**config.mk**
```make
export PLATFORM = sky130hd
export DESIGN_NAME = mwm_mix
export DESIGN_NICKNAME = d
export VERILOG_FILES = /design/src/rtl/mwm_pkg.sv /design/src/rtl/mwm_mix.sv
export SDC_FILE = /design/constraint.sdc
export NUM_CORES = 2
export LEC_CHECK = 0
export BUFFER_PORTS_ARGS = -buffer_cell sky130_fd_sc_hd__buf_2
export CAP_MARGIN = 30
export CORE_ASPECT_RATIO = 1.25
export CORE_MARGIN = 3
export CORE_UTILIZATION = 60
export CTS_CLUSTER_DIAMETER = 80
export DETAILED_ROUTE_END_ITERATION = 16
export PLACE_DENSITY = 0.78
export SYNTH_ARGS = -nofsm -noshare
export SYNTH_HDL_FRONTEND = slang
export SYNTH_SLANG_ARGS = --single-unit
```
**constraint.sdc**
```tcl
create_clock -name i_clk -period 9.91 [get_ports i_clk]
set_input_delay 1.4865 -clock i_clk [delete_from_list [all_inputs] [get_ports i_clk]]
set_output_delay 1.4865 -clock i_clk [all_outputs]
set_load 0.01 [all_outputs]
```
**src/rtl/mwm_pkg.sv**
```systemverilog
// ----------------------------------------------------------------------------
// Mecanum wheel mixer package
// Constants, polynomial coefficients and inter-stage payload types.
// ----------------------------------------------------------------------------
`default_nettype none

package mwm_pkg;

    localparam int ANGLE_BITS_DEF = 16;
    localparam int LIM_W          = 15;
    localparam logic [LIM_W-1:0] MAX_SPEED_RST = 15'd1500;

    // quarter-wave sine polynomial, Q30
    localparam logic [30:0] POLY_A = 31'd1686629713;
    localparam logic [29:0] POLY_B = 30'd688904866;
    localparam logic [26:0] POLY_C = 27'd76016977;

    // wheel order: 0 front left, 1 back left, 2 front right, 3 back right
    localparam int NWHEEL = 4;

    typedef struct packed {
        logic        [15:0] heading;
        logic signed [15:0] trans_speed;
        logic signed [15:0] turn_rate;
    } t_cmd;

    typedef struct packed {
        logic signed [15:0] trans_speed;
        logic signed [15:0] turn_rate;
        logic signed [15:0] sin_q;
        logic signed [15:0] cos_q;
    } t_trig;

    typedef struct packed {
        logic [NWHEEL-1:0][31:0] num;
        logic [NWHEEL-1:0][15:0] lo;
        logic [NWHEEL-1:0]       neg;
        logic [16:0]             den;
        logic                    scaled;
    } t_mix;

    typedef struct packed {
        logic [NWHEEL-1:0][15:0] speed;
        logic                    scaled;
    } t_wheels;

endpackage

`default_nettype wire

```
**src/rtl/mwm_mix.sv**
```systemverilog
// ----------------------------------------------------------------------------
// Wheel mixer pipeline
// Velocity products, wheel sums, largest magnitude and scale numerators.
// ----------------------------------------------------------------------------
`default_nettype none

module mwm_mix import mwm_pkg::*; (
    input  logic             i_clk,
    input  logic             i_rst_n,
    input  logic [LIM_W-1:0] i_max_speed,
    input  logic             i_valid,
    output logic             o_ready,
    input  t_trig            i_data,
    output logic             o_valid,
    input  logic             i_ready,
    output t_mix             o_data
);

    localparam int NSTG = 4;

    logic [NSTG-1:0] r_v;
    logic [NSTG-1:0] w_en;

    logic signed [31:0] r1_vx, r1_vy;
    logic signed [15:0] r1_om;
    logic [NWHEEL-1:0][17:0] r2_wh;
    logic [NWHEEL-1:0][16:0] r3_abs;
    logic [NWHEEL-1:0][15:0] r3_lo;
    logic [NWHEEL-1:0]       r3_neg;
    logic [16:0]             r3_big;
    logic                    r3_sc;
    t_mix                    r4;

    logic [NWHEEL-1:0][17:0] w_wh;
    logic [NWHEEL-1:0][16:0] w_abs;
    logic [16:0]             w_big;

    always_comb begin
        w_en[NSTG-1] = !r_v[NSTG-1] || i_ready;
        for (int k = NSTG - 2; k >= 0; k--) begin
            w_en[k] = !r_v[k] || w_en[k+1];
        end
    end

    assign o_ready = w_en[0];
    assign o_valid = r_v[NSTG-1];

    // wheel sums in Q15, truncated toward zero
    always_comb begin
        logic signed [33:0] vx, vy, wq, adj;
        logic signed [33:0] s [NWHEEL];
        vx = 34'(r1_vx);
        vy = 34'(r1_vy);
        wq = 34'(r1_om) <<< 15;
        s[0] = vx + vy + wq;
        s[1] = vx - vy + wq;
        s[2] = vx - vy - wq;
        s[3] = vx + vy - wq;
        for (int i = 0; i < NWHEEL; i++) begin
            adj = s[i] + (s[i][33] ? 34'sd32767 : 34'sd0);
            w_wh[i] = 18'(adj >>> 15);
        end
    end

    // magnitudes and a two-level max tree
    always_comb begin
        logic signed [17:0] wh;
        logic [16:0]        m01, m23;
        for (int i = 0; i < NWHEEL; i++) begin
            wh = $signed(r2_wh[i]);
            w_abs[i] = wh[17] ? 17'(-wh) : 17'(wh);
        end
        m01 = (w_abs[0] > w_abs[1]) ? w_abs[0] : w_abs[1];
        m23 = (w_abs[2] > w_abs[3]) ? w_abs[2] : w_abs[3];
        w_big = (m01 > m23) ? m01 : m23;
    end

    always_ff @(posedge i_clk) begin
        if (!i_rst_n) begin
            r_v <= '0;
        end else begin
            if (w_en[0]) r_v[0] <= i_valid;
            for (int k = 1; k < NSTG; k++) begin
                if (w_en[k]) r_v[k] <= r_v[k-1];
            end
        end
    end

    always_ff @(posedge i_clk) begin
        if (w_en[0]) begin
            r1_vx <= 32'(i_data.trans_speed) * 32'(i_data.cos_q);
            r1_vy <= 32'(i_data.trans_speed) * 32'(i_data.sin_q);
            r1_om <= i_data.turn_rate;
        end
        if (w_en[1]) begin
            r2_wh <= w_wh;
        end
        if (w_en[2]) begin
            r3_abs <= w_abs;
            for (int i = 0; i < NWHEEL; i++) begin
                r3_lo[i]  <= r2_wh[i][15:0];
                r3_neg[i] <= r2_wh[i][17];
            end
            r3_big <= w_big;
            r3_sc  <= w_big > {2'b0, i_max_speed};
        end
        if (w_en[3]) begin
            for (int i = 0; i < NWHEEL; i++) begin
                r4.num[i] <= 32'(r3_abs[i]) * 32'(i_max_speed);
            end
            r4.lo     <= r3_lo;
            r4.neg    <= r3_neg;
            r4.den    <= r3_big;
            r4.scaled <= r3_sc;
        end
    end

    assign o_data = r4;

endmodule

`default_nettype wire

```
# After elaboration in Yosys (flattened, before gate mapping)
# Index checks and enable logic that the tools add are counted.
# W data, S select, Z words.
totals:
  regBits: 524
  in_bits: 83
  output_inout_bits: 216
  elab_cells: 76
classes:
  add_sub_neg: 14
  n_mul: 6
  magnitude_cmp: 4
  n_mux: 11
  n_reduce_logical: 8
ops:
  columns: ["cell", "count"]
  rows:
  - ["$add A33 B16 Y33", 4]
  - ["$mul A17 B15 Y32", 4]
  - ["$mux W17", 7]
  - ["$add A33 B31 Y34", 2]
  - ["$neg A17 Y17", 4]
  - ["$sub A33 B31 Y34", 2]
  - ["$mul A16 B16 Y32", 2]
  - ["$mux W15", 4]
  - ["$gt A17 B17 Y1", 3]
  - ["$add A32 B32 Y33", 1]
  - ["$sub A32 B32 Y33", 1]
  - ["$gt A17 B15 Y1", 1]
  - ["$logic_not A1 Y1", 4]
  - ["$logic_or A1 B1 Y1", 4]

# Logic depth before layout (Yosys ltp)
depth:
  depth_word: 7
  depth_mapped: 39
  ltp_nobuf: 37

# Least setup slack after synthesis
# Ideal clock, no wire load.
synth_path:
  kind: "input-to-reg"
  startpoint: "input port i_max_speed[3]"
  endpoint: "register r4 (netlist bit o_data[149]) (data pin)"
  setup_time_ns: 0.260
  arrival_time_ns: 7.635
  setup_slack_ns: 2.015
  stages: 22
  cell_sequence: "clkbuf_1 > clkbuf_1 > nand2_1 > fa_1 > inv_1 > fa_1 > inv_1 > fa_1 > inv_1 > fa_1 > fa_1 > fa_1 > ha_1 > a21o_1 > a21o_1 > o41ai_1 > o221a_2 > o21ai_1 > or4b_2 > a31o_2 > a21oi_1 > xnor2_1"
synth_between:
  elab_chain_cells: 1
synth_rtl:
  columns: ["item", "line", "text"]
  rows:
  - ["start, declared", "mwm_mix.sv:10", "input logic [LIM_W-1:0] i_max_speed,"]
  - ["$mul A17 B15 Y32", "mwm_mix.sv:109", "r4.num[i] <= 32'(r3_abs[i]) * 32'(i_max_speed);"]
  - ["end, declared", "mwm_mix.sv:32", "t_mix r4;"]
# No other way between the ends.
# A chain may end at the register's enable or synchronous reset.

==> results.tsv <==
metric	value	unit
cp-end-kind	flop	
cp_slowest_cell	or4_1	
post_cts_resized	0	
dr.first_iter.drc_count	3699	
required	10.29	ns
finalCritPeriodShare	89.0	%
setup_slack	1.09	ns
initial_utilization	60.5	%
place_hpwl	171000	um
hold_path.class	reg2reg	
synth_seq_cells	520	
grt_pass1_vias	62500	
cap_violations	0	
hold_buffers	0	
hold_violations	0	
final_common_cell	inv_1	
die_x	333	um
finalNetCount	10500	
relSlewSlack	29.7	%
synth.distinct_cells	87	
synth_area_per_cell	9.80	um^2
core.rowCount	149	
ios	299	
yosysSeqAreaShare	19.5	%
max_clock_freq	0.113	GHz
yosys_warnings	0	
dr_total_vias	58400	
rsz0062_at_grt	false	
post_cts_buffers	0	
drt_wl_total	208000	um
dr.pass1.iters	6	
area_growth	5.87	%
setup_violations	0	
drive_gt1_share	6.01	%
clkSlewWorstSetupHoldPaths	0.07	ns
cts-root-buf	clkbuf_16	
core_area	132000	um^2
crit_fanout	15	
cts_sinks	520	
portBuffers	298	
syn_nets	10400	
cts_tree	yes	
dieArea	138000	um^2
die_y	414	um
synth_ff_type	edfxtp_1	
grt_use_total	30.7	%
tns	0	ns
pre_cts_ws	1.16	ns
startpoint_type	flop	
drc	0	
overflow	0	
clock_insertion_delay_worst_skew	0.64	ns
ant_nets	0	
yosysTopAreaCellShare	32.6	%
dp_cells	9942	
layout_common_cells	inv_1, fa_1, nand2_1, ha_1, and2_1	
max_stage_delay	0.67	ns
synth_edf_count	516	
synth_cells	8167	
r2r_slack	1.09	ns
finalNonFillerCells	10000	
drt-wirelength-per-cell	20.8	um
syn-cell-area	80000	um^2
skew	0.0318	ns
via_per_inst	5.81	
grt_max_degree	82	
yosys.area.top_type	fa_1	
path_class	reg2reg	
place_congestion	0.957	
synth_area_leaders	fa_1, edfxtp_1, ha_1	
slew_violations	0	
status	complete, no violations	
cts_buffer_depth	3	
tightest_slew	1.05	ns
antenna_found_initial	4	
grt_pass1_wl	332000	um
cts_made_buffers	52	
postSynth.asyncResetShare	0	%
worst_ep_arrival_time	9.20	ns
htree_num_levels	2	
period_minus_slack	8.82	ns
[path summary, 6_finish.rpt]
check	to	depth (start not counted)	from
max reg2reg	r2_wh[14]$_DFFE_PP_	30	r1_vx[0]$_DFFE_PP_
min	o_data[3]$_DFFE_PP_	0	r3_big[2]$_DFFE_PP_
min reg2reg	o_data[3]$_DFFE_PP_	0	r3_big[2]$_DFFE_PP_
max	r2_wh[14]$_DFFE_PP_	30	r1_vx[0]$_DFFE_PP_
[flip-flops by register name, summed over array words and instances, names as in the netlist]
register / cells
o_data: 214
r1_om: 16
r1_vx: 32
r1_vy: 32
r2_wh: 72
r3_abs: 68
r3_big: 17
r3_lo: 60
r3_neg: 4
r3_sc: 1
r_v: 4
[critical path, delay by kind of cell, from the launching register on]
family	cells	cell delay (ns)
buffers and inverters	1	0.17
flip-flops	1	0.40
AO/OA/AOI/OAI	12	3.04
adder cells (fa/ha/maj)	4	1.53
AND/OR/NAND/NOR	11	2.96
XOR/XNOR	2	0.44
[through the flow]
step	hold slack (ns)	utilization [%]	area [um^2]
floorplan	0.400	-	80000
global placement	0.403	62.7	82900
detailed placement	0.405	62.7	82900
CTS	0.418	64.0	84600
global route	0.422	64.1	84700
finish	0.419	64.1	84700
[Yosys cell counts (all sizes together) (42+ instances only)]
cell type and number:
nand2b 79, a21oi 272, a21o 131, fa 1302, nor2b 59, nor3 70, ha 806, o21a 52
edfxtp 516, inv 1471, o21bai 42, xor2 117, nand3 68, and2 621, clkbuf 314, o21ai 181
nor2 228, nand2 1079, xnor2 287
[logic make-up (layout without fill, tap and decap cells)]
| family | after synthesis | count (layout) | synth area share (%) |
|---|---|---|---|
| compound gates | 954 | 954 | 7.79 |
| other cells | 0 | 1 | 0 |
| xor+xnor | 404 | 404 | 4.46 |
| flops | 520 | 520 | 19.5 |
| simple gates | 2367 | 2367 | 14.4 |
| mux | 24 | 24 | 0.319 |
| fa+ha+maj | 2108 | 2108 | 45.2 |
| buf+inv | 1790 | 1928 | 8.41 |
[layout make-up]
class | count | area, um^2
multi-input combinational | 5857 | 57700
timing repair buffer | 361 | 2030
antenna | 1 | 2.50
clock buffer | 61 | 1360
tap | 1736 | 2170
clock inverter | 34 | 307
inverter | 1472 | 5530
sequential | 520 | 15600
fill | 10500 | 47500
[routing by layer]
| metal | up-vias | part of all wire, % | GRT usage, % |
|---|---|---|---|
| met1 | 29100 | 35 | 34.2 |
| met5 | - | 0.022 | 0 |
| met2 | 2438 | 51 | 55.1 |
| met4 | 6 | 7.7 | 19.6 |
| li1 | 26100 | - | - |
| met3 | 728 | 6.6 | 4.23 |
Power is not shown: default switching activity piles up to over one toggle a cycle in this logic, so the estimate is an artifact.
